`config.mk`:
```
export PLATFORM = sky130hd
export DESIGN_NAME = priority_task_scheduler_with_delays_top
export DESIGN_NICKNAME = d
export VERILOG_FILES = /design/src/rtl/core/pts_pkg.sv /design/src/rtl/core/pts_ram.sv /design/src/rtl/core/pts_sequencer.sv /design/src/rtl/core/pts_datapath.sv /design/src/rtl/core/priority_task_scheduler_with_delays_top.sv
export SDC_FILE = /design/constraint.sdc
export NUM_CORES = 1
export LEC_CHECK = 0
export BUFFER_PORTS_ARGS = -buffer_cell sky130_fd_sc_hd__buf_2
export CAP_MARGIN = 5
export CORE_MARGIN = 2
export CORE_UTILIZATION = 45
export CTS_CLUSTER_SIZE = 10
export DETAILED_ROUTE_END_ITERATION = 8
export GPL_ROUTABILITY_DRIVEN = 1
export PLACE_DENSITY = 0.7
export SYNTH_ARGS = -nofsm -noshare
export SYNTH_HDL_FRONTEND = slang
export SYNTH_SLANG_ARGS = --single-unit
export TNS_END_PERCENT = 50
```
`constraint.sdc`:
```
create_clock -name clock -period 4.6 [get_ports clock]
set_input_delay 0 -clock clock [delete_from_list [all_inputs] [get_ports clock]]
set_output_delay 0 -clock clock [all_outputs]
set_load 0.005 [all_outputs]
```
`src/rtl/core/pts_pkg.sv`:
```
// shared types, event codes and control store of the task scheduler
`default_nettype none
package pts_pkg;

   localparam int TASK_SLOTS_DEFAULT = 8;
   localparam int PRIO_W  = 8;
   localparam int DELAY_W = 32;
   localparam int TICK_W  = 32;
   localparam int TASK_W  = 3;

   localparam logic [1:0] FUNC_CREATE   = 2'd0;
   localparam logic [1:0] FUNC_DELAY    = 2'd1;
   localparam logic [1:0] FUNC_TICK     = 2'd2;
   localparam logic [1:0] FUNC_SCHEDULE = 2'd3;

   typedef struct packed {
      logic [1:0]         func;
      logic [PRIO_W-1:0]  new_priority;
      logic [DELAY_W-1:0] delay_amount;
   } req_type;

   typedef struct packed {
      logic [TASK_W-1:0] running_task;
      logic              running_valid;
      logic              accepted;
      logic [TICK_W-1:0] tick_total;
   } rsp_type;

   typedef struct packed {
      logic               blocked;
      logic [DELAY_W-1:0] delay;
   } slot_state_type;

   localparam int STATE_W = $bits(slot_state_type);

   typedef enum logic [2:0] {
      STEP_CREATE     = 3'd0,
      STEP_DELAY      = 3'd1,
      STEP_TICK       = 3'd2,
      STEP_SCAN_START = 3'd3,
      STEP_SCAN       = 3'd4,
      STEP_COMMIT     = 3'd5,
      STEP_DONE       = 3'd6
   } step_type;

   typedef enum logic [1:0] {
      JMP_NEXT,
      JMP_ALWAYS,
      JMP_IF_EMPTY,
      JMP_IF_MORE
   } jump_type;

   typedef struct packed {
      logic     wr_create;
      logic     wr_delay;
      logic     tick_inc;
      logic     scan_start;
      logic     scan_step;
      logic     commit;
      logic     done;
      jump_type jump;
      step_type target;
   } ctrl_type;

   typedef struct packed {
      logic empty;
      logic more;
   } status_type;

   localparam ctrl_type CTRL_NOP = '{
      wr_create: 1'b0, wr_delay: 1'b0, tick_inc: 1'b0, scan_start: 1'b0,
      scan_step: 1'b0, commit: 1'b0, done: 1'b0, jump: JMP_NEXT, target: STEP_DONE};

   function automatic step_type entry_step(input logic [1:0] func);
      step_type s;
      unique case (func)
         FUNC_CREATE: s = STEP_CREATE;
         FUNC_DELAY:  s = STEP_DELAY;
         FUNC_TICK:   s = STEP_TICK;
         default:     s = STEP_SCAN_START;
      endcase
      return s;
   endfunction

   // control store: one word per step
   function automatic ctrl_type control_word(input step_type step);
      ctrl_type w;
      w = CTRL_NOP;
      unique case (step)
         STEP_CREATE: begin
            w.wr_create = 1'b1;
            w.jump      = JMP_ALWAYS;
            w.target    = STEP_DONE;
         end
         STEP_DELAY: begin
            w.wr_delay = 1'b1;
            w.jump     = JMP_ALWAYS;
            w.target   = STEP_SCAN_START;
         end
         STEP_TICK: begin
            w.tick_inc = 1'b1;
            w.jump     = JMP_NEXT;
         end
         STEP_SCAN_START: begin
            w.scan_start = 1'b1;
            w.jump       = JMP_IF_EMPTY;
            w.target     = STEP_COMMIT;
         end
         STEP_SCAN: begin
            w.scan_step = 1'b1;
            w.jump      = JMP_IF_MORE;
            w.target    = STEP_SCAN;
         end
         STEP_COMMIT: begin
            w.commit = 1'b1;
            w.jump   = JMP_NEXT;
         end
         STEP_DONE: begin
            w.done   = 1'b1;
            w.jump   = JMP_ALWAYS;
            w.target = STEP_DONE;
         end
         default: w = CTRL_NOP;
      endcase
      return w;
   endfunction

endpackage
`default_nettype wire

```
`src/rtl/core/pts_ram.sv`:
```
// generic simple dual port ram with registered read
`default_nettype none
module pts_ram #(
   parameter int WIDTH = 8,
   parameter int DEPTH = 8,
   localparam int AW = (DEPTH > 1) ? $clog2(DEPTH) : 1
) (
   input  wire logic             clock,
   input  wire logic             wr_en,
   input  wire logic [AW-1:0]    wr_addr,
   input  wire logic [WIDTH-1:0] wr_data,
   input  wire logic [AW-1:0]    rd_addr,
   output logic      [WIDTH-1:0] rd_data
);

   logic [WIDTH-1:0] mem_ff [DEPTH];
   logic [WIDTH-1:0] rd_data_ff;

   always_ff @(posedge clock) begin
      if (wr_en) begin
         mem_ff[wr_addr] <= wr_data;
      end
      rd_data_ff <= mem_ff[rd_addr];
   end

   assign rd_data = rd_data_ff;

endmodule
`default_nettype wire

```
`src/rtl/core/pts_sequencer.sv`:
```
// step counter and control store sequencer
`default_nettype none
module pts_sequencer (
   input  wire logic                 clock,
   input  wire logic                 reset,
   input  wire logic                 start,
   input  wire logic [1:0]           func,
   input  wire pts_pkg::status_type  status,
   output logic                      busy,
   output pts_pkg::ctrl_type         ctrl
);

   pts_pkg::step_type step_ff, step_in;
   logic              busy_ff, busy_in;
   pts_pkg::ctrl_type word;

   assign word = pts_pkg::control_word(step_ff);

   always_comb begin
      pts_pkg::step_type seq_next;
      seq_next = pts_pkg::step_type'(step_ff + 3'd1);
      unique case (word.jump)
         pts_pkg::JMP_NEXT:     step_in = seq_next;
         pts_pkg::JMP_ALWAYS:   step_in = word.target;
         pts_pkg::JMP_IF_EMPTY: step_in = status.empty ? word.target : seq_next;
         pts_pkg::JMP_IF_MORE:  step_in = status.more ? word.target : seq_next;
         default:               step_in = seq_next;
      endcase
      busy_in = busy_ff;
      if (!busy_ff) begin
         step_in = pts_pkg::entry_step(func);
         busy_in = start;
      end else if (word.done) begin
         busy_in = 1'b0;
      end
   end

   always_ff @(posedge clock) begin
      if (reset) begin
         busy_ff <= 1'b0;
         step_ff <= pts_pkg::STEP_DONE;
      end else begin
         busy_ff <= busy_in;
         step_ff <= step_in;
      end
   end

   assign busy = busy_ff;
   assign ctrl = busy_ff ? word : pts_pkg::CTRL_NOP;

endmodule
`default_nettype wire

```
`src/rtl/core/pts_datapath.sv`:
```
// task table, scan datapath and result register
`default_nettype none
module pts_datapath #(
   parameter int TASK_SLOTS = pts_pkg::TASK_SLOTS_DEFAULT
) (
   input  wire logic                clock,
   input  wire logic                reset,
   input  wire logic                accept,
   input  wire pts_pkg::req_type    req,
   input  wire pts_pkg::ctrl_type   ctrl,
   output pts_pkg::status_type      status,
   output logic                     rsp_valid,
   output pts_pkg::rsp_type         rsp
);

   localparam int IDX_W = (TASK_SLOTS > 1) ? $clog2(TASK_SLOTS) : 1;
   localparam int CNT_W = $clog2(TASK_SLOTS + 1);

   // item fields held for the whole event
   logic [1:0]                  func_ff;
   logic [pts_pkg::PRIO_W-1:0]  prio_ff;
   logic [pts_pkg::DELAY_W-1:0] amount_ff;

   logic [CNT_W-1:0]            used_ff, used_in;
   logic [IDX_W-1:0]            cur_ff, cur_in;
   logic                        present_ff, present_in;
   logic [pts_pkg::TICK_W-1:0]  tick_ff, tick_in;
   logic                        acc_ff, acc_in;
   logic [CNT_W-1:0]            eval_ff, eval_in;
   logic                        found_ff, found_in;
   logic [IDX_W-1:0]            best_ff, best_in;
   logic [pts_pkg::PRIO_W-1:0]  lead_prio_ff, lead_prio_in;
   logic                        rsp_valid_ff;
   pts_pkg::rsp_type            rsp_ff, rsp_in;

   logic                        full;
   logic [CNT_W-1:0]            eval_next;
   logic                        tick_event;

   logic                        st_wr_en;
   logic [IDX_W-1:0]            st_wr_addr;
   pts_pkg::slot_state_type     st_wr_data;
   pts_pkg::slot_state_type     st_rd_data;
   pts_pkg::slot_state_type     st_upd;
   logic                        pr_wr_en;
   logic [pts_pkg::PRIO_W-1:0]  pr_rd_data;
   logic [IDX_W-1:0]            rd_addr;

   assign full       = (used_ff == CNT_W'(TASK_SLOTS));
   assign eval_next  = eval_ff + CNT_W'(1);
   assign tick_event = (func_ff == pts_pkg::FUNC_TICK);

   assign status.empty = (used_ff == '0);
   assign status.more  = (eval_next < used_ff);

   // count down a blocked nonzero delay on a tick, release at zero
   always_comb begin
      st_upd = st_rd_data;
      if (tick_event && st_rd_data.blocked && (st_rd_data.delay != '0)) begin
         st_upd.delay   = st_rd_data.delay - pts_pkg::DELAY_W'(1);
         st_upd.blocked = (st_upd.delay != '0);
      end
   end

   always_comb begin
      st_wr_en   = 1'b0;
      st_wr_addr = eval_ff[IDX_W-1:0];
      st_wr_data = st_upd;
      if (ctrl.wr_create) begin
         st_wr_en   = !full;
         st_wr_addr = used_ff[IDX_W-1:0];
         st_wr_data = '{blocked: 1'b0, delay: '0};
      end else if (ctrl.wr_delay) begin
         st_wr_en   = present_ff;
         st_wr_addr = cur_ff;
         st_wr_data = '{blocked: 1'b1, delay: amount_ff};
      end else if (ctrl.scan_step) begin
         st_wr_en   = tick_event;
      end
   end

   assign pr_wr_en = ctrl.wr_create && !full;
   assign rd_addr  = ctrl.scan_start ? '0 : eval_next[IDX_W-1:0];

   pts_ram #(
      .WIDTH (pts_pkg::STATE_W),
      .DEPTH (TASK_SLOTS)
   ) u_state_ram (
      .clock   (clock),
      .wr_en   (st_wr_en),
      .wr_addr (st_wr_addr),
      .wr_data (st_wr_data),
      .rd_addr (rd_addr),
      .rd_data (st_rd_data)
   );

   pts_ram #(
      .WIDTH (pts_pkg::PRIO_W),
      .DEPTH (TASK_SLOTS)
   ) u_prio_ram (
      .clock   (clock),
      .wr_en   (pr_wr_en),
      .wr_addr (used_ff[IDX_W-1:0]),
      .wr_data (prio_ff),
      .rd_addr (rd_addr),
      .rd_data (pr_rd_data)
   );

   always_comb begin
      used_in      = used_ff;
      cur_in       = cur_ff;
      present_in   = present_ff;
      tick_in      = tick_ff;
      acc_in       = acc_ff;
      eval_in      = eval_ff;
      found_in     = found_ff;
      best_in      = best_ff;
      lead_prio_in = lead_prio_ff;
      rsp_in       = rsp_ff;

      if (accept) begin
         acc_in = 1'b0;
      end
      if (ctrl.wr_create && !full) begin
         used_in = used_ff + CNT_W'(1);
         acc_in  = 1'b1;
      end
      if (ctrl.wr_delay && present_ff) begin
         acc_in = 1'b1;
      end
      if (ctrl.tick_inc) begin
         tick_in = tick_ff + pts_pkg::TICK_W'(1);
      end
      if (ctrl.scan_start) begin
         eval_in      = '0;
         found_in     = 1'b0;
         best_in      = '0;
         lead_prio_in = '0;
      end
      // ready task beats the best so far only on strictly higher priority
      if (ctrl.scan_step) begin
         eval_in = eval_next;
         if (!st_upd.blocked && (!found_ff || (pr_rd_data > lead_prio_ff))) begin
            found_in     = 1'b1;
            best_in      = eval_ff[IDX_W-1:0];
            lead_prio_in = pr_rd_data;
         end
      end
      if (ctrl.commit) begin
         present_in = found_ff;
         cur_in     = found_ff ? best_ff : '0;
      end
      if (ctrl.done) begin
         rsp_in.running_task  = present_ff ? pts_pkg::TASK_W'(cur_ff) : '0;
         rsp_in.running_valid = present_ff;
         rsp_in.accepted      = acc_ff;
         rsp_in.tick_total    = tick_ff;
      end
   end

   always_ff @(posedge clock) begin
      if (reset) begin
         used_ff      <= '0;
         cur_ff       <= '0;
         present_ff   <= 1'b0;
         tick_ff      <= '0;
         acc_ff       <= 1'b0;
         eval_ff      <= '0;
         found_ff     <= 1'b0;
         rsp_valid_ff <= 1'b0;
      end else begin
         used_ff      <= used_in;
         cur_ff       <= cur_in;
         present_ff   <= present_in;
         tick_ff      <= tick_in;
         acc_ff       <= acc_in;
         eval_ff      <= eval_in;
         found_ff     <= found_in;
         rsp_valid_ff <= ctrl.done;
      end
   end

   always_ff @(posedge clock) begin
      if (accept) begin
         func_ff   <= req.func;
         prio_ff   <= req.new_priority;
         amount_ff <= req.delay_amount;
      end
      best_ff      <= best_in;
      lead_prio_ff <= lead_prio_in;
      rsp_ff       <= rsp_in;
   end

   assign rsp_valid = rsp_valid_ff;
   assign rsp       = rsp_ff;

endmodule
`default_nettype wire

```
`src/rtl/core/priority_task_scheduler_with_delays_top.sv`:
```
// top level of the fixed priority task scheduler with tick delays
`default_nettype none
// Usage: drive req_data and raise start; the item is taken at the rising edge
// where start is high and busy is low. busy stays high until the result is
// out. Events: create a task, delay the current task, tick, schedule.
// Each item yields exactly one result on rsp_data, marked by rsp_valid for a
// single cycle; the receiver cannot hold it off and must take it then.
// Create goes straight to the result; tick and delay do their update and then
// run a schedule scan. The control store steps the scan through one slot per
// cycle, reading the slot rams one entry ahead while, on a tick, it writes
// back the counted-down delay of the entry in hand.
// A new item can be taken in the cycle that the result is shown.
// Reset (synchronous, active high) empties the task table, clears the tick
// count and the current selection; the slot rams need no clearing since only
// created slots are ever used.
module priority_task_scheduler_with_delays_top #(
   parameter int TASK_SLOTS = pts_pkg::TASK_SLOTS_DEFAULT
) (
   input  wire logic             clock,
   input  wire logic             reset,
   input  wire logic             start,
   output logic                  busy,
   input  wire pts_pkg::req_type req_data,
   output logic                  rsp_valid,
   output pts_pkg::rsp_type      rsp_data
);

   pts_pkg::ctrl_type   ctrl;
   pts_pkg::status_type status;
   logic                accept;

   assign accept = start && !busy;

   pts_sequencer u_sequencer (
      .clock  (clock),
      .reset  (reset),
      .start  (start),
      .func   (req_data.func),
      .status (status),
      .busy   (busy),
      .ctrl   (ctrl)
   );

   pts_datapath #(
      .TASK_SLOTS (TASK_SLOTS)
   ) u_datapath (
      .clock     (clock),
      .reset     (reset),
      .accept    (accept),
      .req       (req_data),
      .ctrl      (ctrl),
      .status    (status),
      .rsp_valid (rsp_valid),
      .rsp       (rsp_data)
   );

endmodule
`default_nettype wire
```
==> results.yml, run 1 <==
worst_hold_path:
  hold_class: "primary input to flip-flop"
  hold_depth: 2
  min_to: "u_datapath.tick_ff[20]"
  min_from: "reset"
placed_design:
  place_ws_ns: 0.762
  routabilityCongestion: 0.913
  port_buffers: 83
  dp_hpwl_um: 26800
  dpl_cell_area_um2: 21800
finish:
  fin_nets: 1652
  drive_above_1_share: 0.161
  regArea_um2: 14300
  num-fill-cells: 3641
  multi_input_area_um2: 5980
  area_delta_synth_final_pct: 15.8
  diodes: 0
  fin_area_um2: 23900
timing:
  finalClockSkew_ns: 0.0207
  max_freq_ghz: 0.255
  hold_viol_final: 0
  setup_viol: 0
  rsz0062_at_grt: "false"
  finalSetupTns_ns: 0
  slew_violations: 0
  period_share: 0.851
  setup_ws_ns: 0.686
  period_needed_ns: 3.91
  worstMarginPinSlew_ns: 0.966
  relSlewSlack: 0.356
status:
  status: "completed"
setup_path:
  cp.arrival_ns: 4.39
  crit_fanout: 12
  start_kind: "flip-flop"
  worstPathRequired_ns: 5.07
  r2r-end: "u_datapath.lead_prio_ff[5]"
  r2r_start: "u_datapath.u_state_ram.rd_data[0]"
  path_class: "flip-flop to flip-flop"
  endpoint_kind: "flip-flop"
  reg2reg_depth: 10
  r2r_slack_ns: 0.69
synthesis:
  yosys.area_share.adder: 0.0139
  synth_compound_gate_area_share: 0.0753
  yosysTopAreaCellShare: 0.592
  syn_inst: 1460
  syn_area_per_cell_um2: 14.1
  synth.cell_area_um2: 20700
  synth_warnings: 0
  synth_cell_type_count: 61
  synth_area_leaders: "edfxtp_1 (59%), dfxtp_1 (10%), mux4_2 (4.6%)"
  synth_edf_count: 407
  ys.flop_type: "edfxtp_1"
  synthMuxAreaShare: 0.0570
  async_flop_share: 0
  synthSimpleGateAreaFrac: 0.109
  ys_ff_latch: 510
  synth_top_family_by_area: "simple AND/OR/NAND/NOR gates"
  synth_top_cell_by_area: "edfxtp_1"
  yosysSeqAreaShare: 0.691
  synthXorXnorAreaFrac: 0.0305
  syn-num-nets: 1528
drt:
  vias: 12600
  viasPerCell: 5.67
  ant_nets: 0
  drt_first_pass_iters: 5
  dr.first_iter.drc_count: 1260
  drc: 0
  post_drt_wl_per_cell_um: 20.5
  totalWireLength_um: 45600
die:
  pin_count: 84
  initial_core_util: 0.455
  die_width_um: 218
  die_h_um: 218
  core_um2: 45400
  rows: 78
  die-area_um2: 47600
cts:
  worstSkewPairLatency_ns: 0.60
  ctsRootBufferMaster: "clkbuf_16"
  post_cts_resized: 0
  tritoncts: "yes"
  clock-sinks: 510
  max-clock-path-buffers: 3
  clk_pin_slew_ns: 0.06
  cts-buffers-inserted: 58
  cts-htree-levels: 2
run:
  cap_violations: 0
grt:
  grt_pass1_vias: 12600
  antenna_found_initial: 0
  grt_pass1_wl_um: 71700
  grt_max_degree: 74
  grt-ovfl-total: 0
  track_usage: 0.194
power_and_ir_drop:
  p_leak_nw: 7.97
  vdd_drop_max_v: 0.000382
  powerDensity_nw_per_um2: 415
==> Yosys cell counts (26+ instances only) <==
cell        n
inv_1      27
or3_1      73
nor2_1    145
nor3_1     29
dfxtp_1   103
xnor2_1    37
a21oi_1    34
edfxtp_1  407
nand3_1    29
mux4_2     42
xor2_1     35
clkbuf_1   85
o211ai_1   64
o21ai_0    26
a31oi_1    46
nand2_1    58
==> stage by stage <==
stage	utilization	hold WS (ns)	cells	power [mW]
after global routing	0.527	0.0761	2231	10.3
after detailed placement	0.480	0.178	2081	5.81
final	0.527	0.0579	2231	9.92
after floorplan	-	0.0989	1460	5.64
after global placement	0.480	0.176	2081	5.79
after CTS	0.527	0.0345	2231	9.98
==> report_power, final <==
group          switching, mW  total (mW)  internal [mW]
logic                  0.313       0.545          0.231
registers             0.0863        5.21           5.12
clock network           1.71        4.17           2.46
total                   2.11        9.92           7.82
==> how the worst max path moves through the flow <==
stage / startpoint / to / slack, ns / cells after the start
global placement: u_datapath.u_state_ram.rd_data[0] / u_datapath.lead_prio_ff[2] / 0.78 / 10
CTS: u_datapath.u_state_ram.rd_data[0] / u_datapath.lead_prio_ff[5] / 0.69 / 10
global route: u_datapath.u_state_ram.rd_data[0] / u_datapath.lead_prio_ff[6] / 0.54 / 10
detailed placement: u_datapath.u_state_ram.rd_data[0] / u_datapath.lead_prio_ff[5] / 0.76 / 10
floorplan: u_sequencer.step_ff[0] / u_datapath.u_state_ram.mem_ff[1][0] / 0.40 / 7
finish: u_datapath.u_state_ram.rd_data[0] / u_datapath.lead_prio_ff[5] / 0.69 / 10
==> area by class of cell <==
cell class                 instances  area share
sequential                       510       0.597
clock buffer                     104      0.0709
clock inverter                     3    0.000941
multi-input combinational        830       0.250
tap                              600      0.0314
inverter                          28     0.00439
timing repair buffer             156      0.0453
==> layout by cell type, fill, tap and decap left out, types with 13 or more instances in the layout <==
| cell | synthesis | final |
|---|---|---|
| o21ai_0 | 26 | 26 |
| nand2b_1 | 21 | 21 |
| xor2_1 | 35 | 35 |
| nor4_1 | 14 | 14 |
| nor2_1 | 145 | 139 |
| ha_1 | 23 | 23 |
| a21oi_1 | 34 | 34 |
| nor3_1 | 29 | 25 |
| clkbuf_16 | 0 | 60 |
| edfxtp_1 | 407 | 407 |
| nand4_1 | 23 | 23 |
| a211oi_1 | 21 | 21 |
| buf_2 | 2 | 83 |
| nand3_1 | 29 | 29 |
| a31oi_1 | 46 | 46 |
| inv_1 | 27 | 27 |
| dfxtp_1 | 103 | 102 |
| mux4_2 | 42 | 42 |
| xnor2_1 | 37 | 37 |
| buf_4 | 0 | 29 |
| dlygate4sd3_1 | 0 | 43 |
| and3_1 | 13 | 13 |
| clkbuf_1 | 85 | 41 |
| nand2_1 | 58 | 57 |
| o211ai_1 | 64 | 64 |
| or3_1 | 73 | 73 |
==> routing by layer <==
metal  up-vias  share of wire  GRT usage
met3        71          0.056     0.0319
met4         0          0.019     0.0540
met2       370           0.49      0.323
li1       5839              -          -
met5         -              0          0
met1      6369           0.44      0.264
==> registers in the layout, indices dropped and copies added, names as in the netlist, 3 cells and up <==
| signal | count |
|---|---|
| u_datapath.u_state_ram.rd_data | 33 |
| u_datapath.prio_ff | 8 |
| u_datapath.tick_ff | 32 |
| u_datapath.u_prio_ram.rd_data | 8 |
| u_datapath.lead_prio_ff | 8 |
| u_datapath.used_ff | 4 |
| u_datapath.u_prio_ram.mem_ff | 64 |
| u_datapath.rsp | 37 |
| u_datapath.cur_ff | 3 |
| u_datapath.eval_ff | 4 |
| u_sequencer.step_ff | 3 |
| u_datapath.u_state_ram.mem_ff | 264 |
| u_datapath.best_ff | 3 |
| u_datapath.amount_ff | 32 |
==> critical path, cell delays in order, from the launching register on <==
cell and delay, ns:
dfxtp_1 0.46, inv_1 0.10, ha_1 0.32, or4b_2 0.70, nor4_1 0.21, nand3_1 0.13
a311oi_2 0.32, nand4_1 0.15, o41ai_2 0.56, nand3_2 0.42, mux2_4 0.42
==> repair_timing <==
action | CTS | global route
hold buffers | 43 | 0
buffers inserted | 0 | 0
endpoints found under the hold margin | 56 | 0
==> logic make-up after synthesis <==
kind of cell             after synthesis
AND/OR/NAND/NOR                      445
flip-flops                           510
multiplexers                          62
XOR/XNOR                              72
adder cells (fa/ha/maj)               23
buffers and inverters                120
AO/OA/AOI/OAI                        228
(Power assumes the default switching activity.)
==> run 2: changes to the inputs <==
Settings changed: CORE_ASPECT_RATIO set to 0.8, CORE_MARGIN 2 to 8.
==> run 2 against run 1 <==
  * Sequential share of layout area rose by 0.072 points
  * Power shrank 0.45%
  * Maximum frequency about the same
  * Largest cell class unchanged
  * Register-to-register slack about the same
  * Largest power group unchanged
  * Clock skew is essentially flat
  * Global-route usage decreased by 1.7 points
  * Via count is 0.34% lower
  * Cell area fell by 0.12%
  * First-iteration DRC count decreased by 2.6%
  * Hold slack got worse by 0.0036 ns
  * Setup slack got worse by 0.0039 ns
==> results.yml, run 2 (same netlist as run 1, synthesis figures left out) <==
finish:
  largest_register: "u_datapath.u_state_ram.mem_ff"
  num-fill-cells: 3764
  mostFrequentLayoutCells: "edfxtp_1 (407), nor2_1 (139), dfxtp_1 (102), buf_2 (83), or3_1 (73)"
  fin_nets: 1645
  final_common_cell: "edfxtp_1"
  fin_area_um2: 23900
  drive_above_1_share: 0.157
  largest_reg_flops: 264
  area_delta_synth_final_pct: 15.7
drt:
  viasPerCell: 5.64
  vias: 12600
  ant_nets: 0
  drt_first_pass_iters: 6
  dr.first_iter.drc_count: 1227
  drc: 0
  totalWireLength_um: 48100
  post_drt_wl_per_cell_um: 21.5
cts:
  tritoncts: "yes"
  cts-buffers-inserted: 57
  max-clock-path-buffers: 3
  clock-sinks: 510
  clk_pin_slew_ns: 0.06
  worstSkewPairLatency_ns: 0.61
  cts.repair_timing.setup_buffer_count: 0
  ctsRootBufferMaster: "clkbuf_16"
  cts-htree-levels: 2
  post_cts_resized: 0
setup_path:
  cp_cell_sequence: "inv_1 -> ha_1 -> or4b_2 -> nor4_1 -> nand3_1 -> a311oi_2 -> nand4_1 -> o41ai_2 -> nand3_2 -> mux2_2"
  cp_slowest_cell: "or4b_2"
  worstPathRequired_ns: 5.09
  slowest_delay_ns: 0.69
  crit_family: "simple AND/OR/NAND/NOR gates"
  crit_fanout: 12
  cp.buffers_inverters: 1
  cp.arrival_ns: 4.41
  path_class: "flip-flop to flip-flop"
  start_kind: "flip-flop"
  endpoint_kind: "flip-flop"
timing:
  slew_violations: 0
  finalClockSkew_ns: 0.0207
  period_share: 0.852
  relSlewSlack: 0.282
  setup_viol: 0
  period_needed_ns: 3.92
  setup_ws_ns: 0.682
  max_freq_ghz: 0.255
  finalSetupTns_ns: 0
  worstMarginPinSlew_ns: 1.07
  rsz0062_at_grt: "false"
  hold_viol_final: 0
power_and_ir_drop:
  powerDensity_nw_per_um2: 413
  p_leak_nw: 7.92
  vdd_drop_max_v: 0.000343
  p_total_mw: 9.88
die:
  pin_count: 84
  core_um2: 45500
  die_h_um: 208
  die_width_um: 256
  rows: 70
  die-area_um2: 53100
  initial_core_util: 0.454
placed_design:
  port_buffers: 83
  routabilityCongestion: 0.904
  dp_hpwl_um: 28600
  dpl_cell_area_um2: 21800
  place_ws_ns: 0.729
status:
  status: "completed"
grt:
  track_usage: 0.177
  grt_pass1_wl_um: 74700
  grt_pass1_vias: 12700
  grt_max_degree: 79
  grt-ovfl-total: 0
  antenna_found_initial: 1
worst_hold_path:
  hold_class: "primary input to flip-flop"
run:
  cap_violations: 0
## run 2: where the power goes
group          internal, mW  total, mW  switching, mW
Sequential             5.12       5.21         0.0875
Clock                  2.39       4.11           1.72
Combinational         0.231      0.556          0.325
## run 2: layer usage
metal  wire, um  vias to the layer above  GRT usage
met5          0                        -          0
met4        951                        0     0.0545
met3       2720                       68     0.0307
met2      22500                      393      0.283
met1      21900                     6301      0.247
li1           -                     5844          -
## run 2: through the flow
step                std cells  utilization  hold WS (ns)
floorplan                1460            -        0.0989
global placement         2087        0.479         0.176
detailed placement       2087        0.479         0.178
CTS                      2235        0.525        0.0367
global route             2235        0.525        0.0837
finish                   2236        0.525        0.0543
## run 2: layout make-up
cell class,instances,area [um2],share of cell area
diodes,1,2.50,0.000105
inverters,28,105,0.00440
well taps,612,766,0.0320
clock inverters,3,53.8,0.00225
flip-flops and latches,510,14300,0.598
repair buffers,150,1080,0.0450
clock buffers,102,1610,0.0672
multi-input cells,830,6000,0.251
## run 2: final timing paths
kind | start | to | slack [ns] | depth (start not counted)
setup / recovery | u_datapath.u_state_ram.rd_data[0] | u_datapath.lead_prio_ff[1] | 0.68 | 10
hold reg to reg | u_datapath.acc_ff | u_datapath.rsp[32] | 0.44 | 0
hold / removal | reset | u_datapath.used_ff[2] | 0.05 | 2
setup reg to reg | u_datapath.u_state_ram.rd_data[0] | u_datapath.lead_prio_ff[1] | 0.68 | 10
## run 2: what timing repair did
item,in CTS,in global routing
setup endpoints to repair,0,0
hold buffers,43,0
endpoints found under the hold margin,64,0
==> run 3: changes to the inputs <==
Settings changed: CTS_BUF_LIST set to sky130_fd_sc_hd__clkbuf_16.
==> run 3 against run 2 <==
  * Combinational power hardly changed
  * Clock skew is 0.00061 ns higher
  * Non-clock buffer count stayed put
  * Hold slack better by 0.0039 ns
  * Critical endpoint unchanged
  * Cell area hardly changed
  * First-iteration DRC count is 5.9% higher
  * Critical path type unchanged
  * Largest cell class unchanged
  * Flip-flop and latch count stayed put
  * Utilization hardly changed
  * Register-to-register slack hardly changed
  * Cell count stayed put
==> results.yml, run 3 (same netlist as run 1, synthesis figures left out) <==
drt:
  drc: 0
  dr.first_iter.drc_count: 1299
  totalWireLength_um: 48100
  ant_nets: 0
  post_drt_wl_per_cell_um: 21.5
  viasPerCell: 5.65
  vias: 12600
  drt_first_pass_iters: 6
timing:
  setup_ws_ns: 0.669
  max_freq_ghz: 0.254
  period_needed_ns: 3.93
  rsz0062_at_grt: "false"
  worstMarginPinSlew_ns: 1.11
  relSlewSlack: 0.261
  holdWs_ns: 0.0582
  setup_viol: 0
  slew_violations: 0
  period_share: 0.855
  hold_viol_final: 0
  finalSetupTns_ns: 0
  finalClockSkew_ns: 0.0213
power_and_ir_drop:
  p_clk_frac: 0.409
  p_comb_frac: 0.057
  seq_power_share: 0.534
  power.switching_mw: 2.13
  p_total_mw: 9.76
  p_sw_frac: 0.218
  p_leak_nw: 8.09
  p_int_mw: 7.63
  powerDensity_nw_per_um2: 408
  vdd_drop_max_v: 0.000344
cts:
  ctsRootBufferMaster: "clkbuf_16"
  worstSkewPairLatency_ns: 0.61
  cts-htree-levels: 2
  clk_pin_slew_ns: 0.06
  post_cts_resized: 0
  max-clock-path-buffers: 3
  tritoncts: "yes"
  cts-buffers-inserted: 57
  clock-sinks: 510
run:
  cap_violations: 0
die:
  die_width_um: 256
  core_um2: 45500
  pin_count: 84
  die-area_um2: 53100
  rows: 70
  die_h_um: 208
  initial_core_util: 0.454
worst_hold_path:
  min_to: "u_datapath.tick_ff[9]"
  min_from: "reset"
  hold_depth: 2
  hold_class: "primary input to flip-flop"
setup_path:
  endpoint_kind: "flip-flop"
  r2r_slack_ns: 0.67
  slowest_delay_ns: 0.69
  crit_fanout: 12
  cp_slowest_cell: "or4b_2"
  cp_cell_sequence: "inv_1 -> ha_1 -> or4b_2 -> nor4_1 -> nand3_1 -> a311oi_2 -> nand4_1 -> o41ai_2 -> nand3_2 -> mux2_2"
  r2r_start: "u_datapath.u_state_ram.rd_data[0]"
  r2r-end: "u_datapath.lead_prio_ff[1]"
  path_class: "flip-flop to flip-flop"
  reg2reg_depth: 10
  start_kind: "flip-flop"
  cp.arrival_ns: 4.42
  worstPathRequired_ns: 5.09
grt:
  grt_max_degree: 79
  track_usage: 0.177
  grt_pass1_vias: 12700
  antenna_found_initial: 1
  grt_pass1_wl_um: 74600
  grt-ovfl-total: 0
finish:
  area_delta_synth_final_pct: 15.6
  largest_register: "u_datapath.u_state_ram.mem_ff"
  largest_reg_flops: 264
  fin_nets: 1645
  mostFrequentLayoutCells: "edfxtp_1 (407), nor2_1 (139), dfxtp_1 (102), buf_2 (83), or3_1 (73)"
  final_common_cell: "edfxtp_1"
  drive_above_1_share: 0.157
  num-fill-cells: 3765
  regArea_um2: 14300
  multi_input_area_um2: 6000
  final_cell_count_no_fill: 2236
placed_design:
  place_ws_ns: 0.729
  routabilityCongestion: 0.904
  placed_cells: 2087
  port_buffers: 83
  dp_hpwl_um: 28600
status:
  status: "completed"
run 3: cell count changes in the layout (fill, tap and decap cells not counted):
cell      before  now
clkbuf_1      44    0
clkbuf_8       1    0
inv_1         27   71
inv_2          1    2
run 3: final cells by class:
class,count,share of cell area
antenna,1,0.000105
clock buffer,57,0.0597
clock inverter,48,0.00932
inverter,28,0.00440
multi-input combinational,830,0.251
sequential,510,0.598
tap,612,0.0321
timing repair buffer,150,0.0450
run 3: what timing repair did:
action,4_1_cts,5_1_grt
hold endpoints to repair,64,0
hold buffers,43,0
setup buffers,0,0
run 3: critical path: cells and delay by family, from the launching register on:
family | cells | cell delay, ns
AOI/OAI and AO/OA | 2 | 0.89
adders and majority gates | 1 | 0.32
buffers and inverters | 1 | 0.11
DFF | 1 | 0.47
muxes | 1 | 0.42
and+or+nand+nor | 5 | 1.61
run 3: routing by layer:
metal / GRT usage / part of all wire
met5: 0 / 0
met4: 0.0545 / 0.020
met3: 0.0307 / 0.059
met2: 0.282 / 0.47
met1: 0.247 / 0.45
run 3: worst max path at each step:
| stage | startpoint | end | depth (start not counted) |
|---|---|---|---|
| 3_3_place_gp | u_datapath.u_state_ram.rd_data[0] | u_datapath.lead_prio_ff[6] | 10 |
| 4_1_cts | u_datapath.u_state_ram.rd_data[0] | u_datapath.lead_prio_ff[1] | 10 |
| 2_1_floorplan | u_sequencer.step_ff[0] | u_datapath.u_state_ram.mem_ff[1][0] | 7 |
| 3_5_place_dp | u_datapath.u_state_ram.rd_data[0] | u_datapath.lead_prio_ff[1] | 10 |
| 6_report | u_datapath.u_state_ram.rd_data[0] | u_datapath.lead_prio_ff[1] | 10 |
| 5_1_grt | u_datapath.u_state_ram.rd_data[8] | u_datapath.u_state_ram.mem_ff[0][24] | 8 |
run 3: power by group through the flow:
stage / Clock (mW) / Sequential, mW / Combinational, mW
2_1_floorplan: 0 / 5.26 / 0.373
3_3_place_gp: 0 / 5.30 / 0.501
3_5_place_dp: 0 / 5.30 / 0.521
4_1_cts: 4.07 / 5.21 / 0.554
5_1_grt: 4.25 / 5.22 / 0.619
6_report: 3.99 / 5.21 / 0.554
run 3: stage by stage:
step	util	cell area, um2
after floorplan	-	20700
after global placement	0.479	21800
after detailed placement	0.479	21800
after CTS	0.524	23900
after global routing	0.524	23900
final	0.524	23900
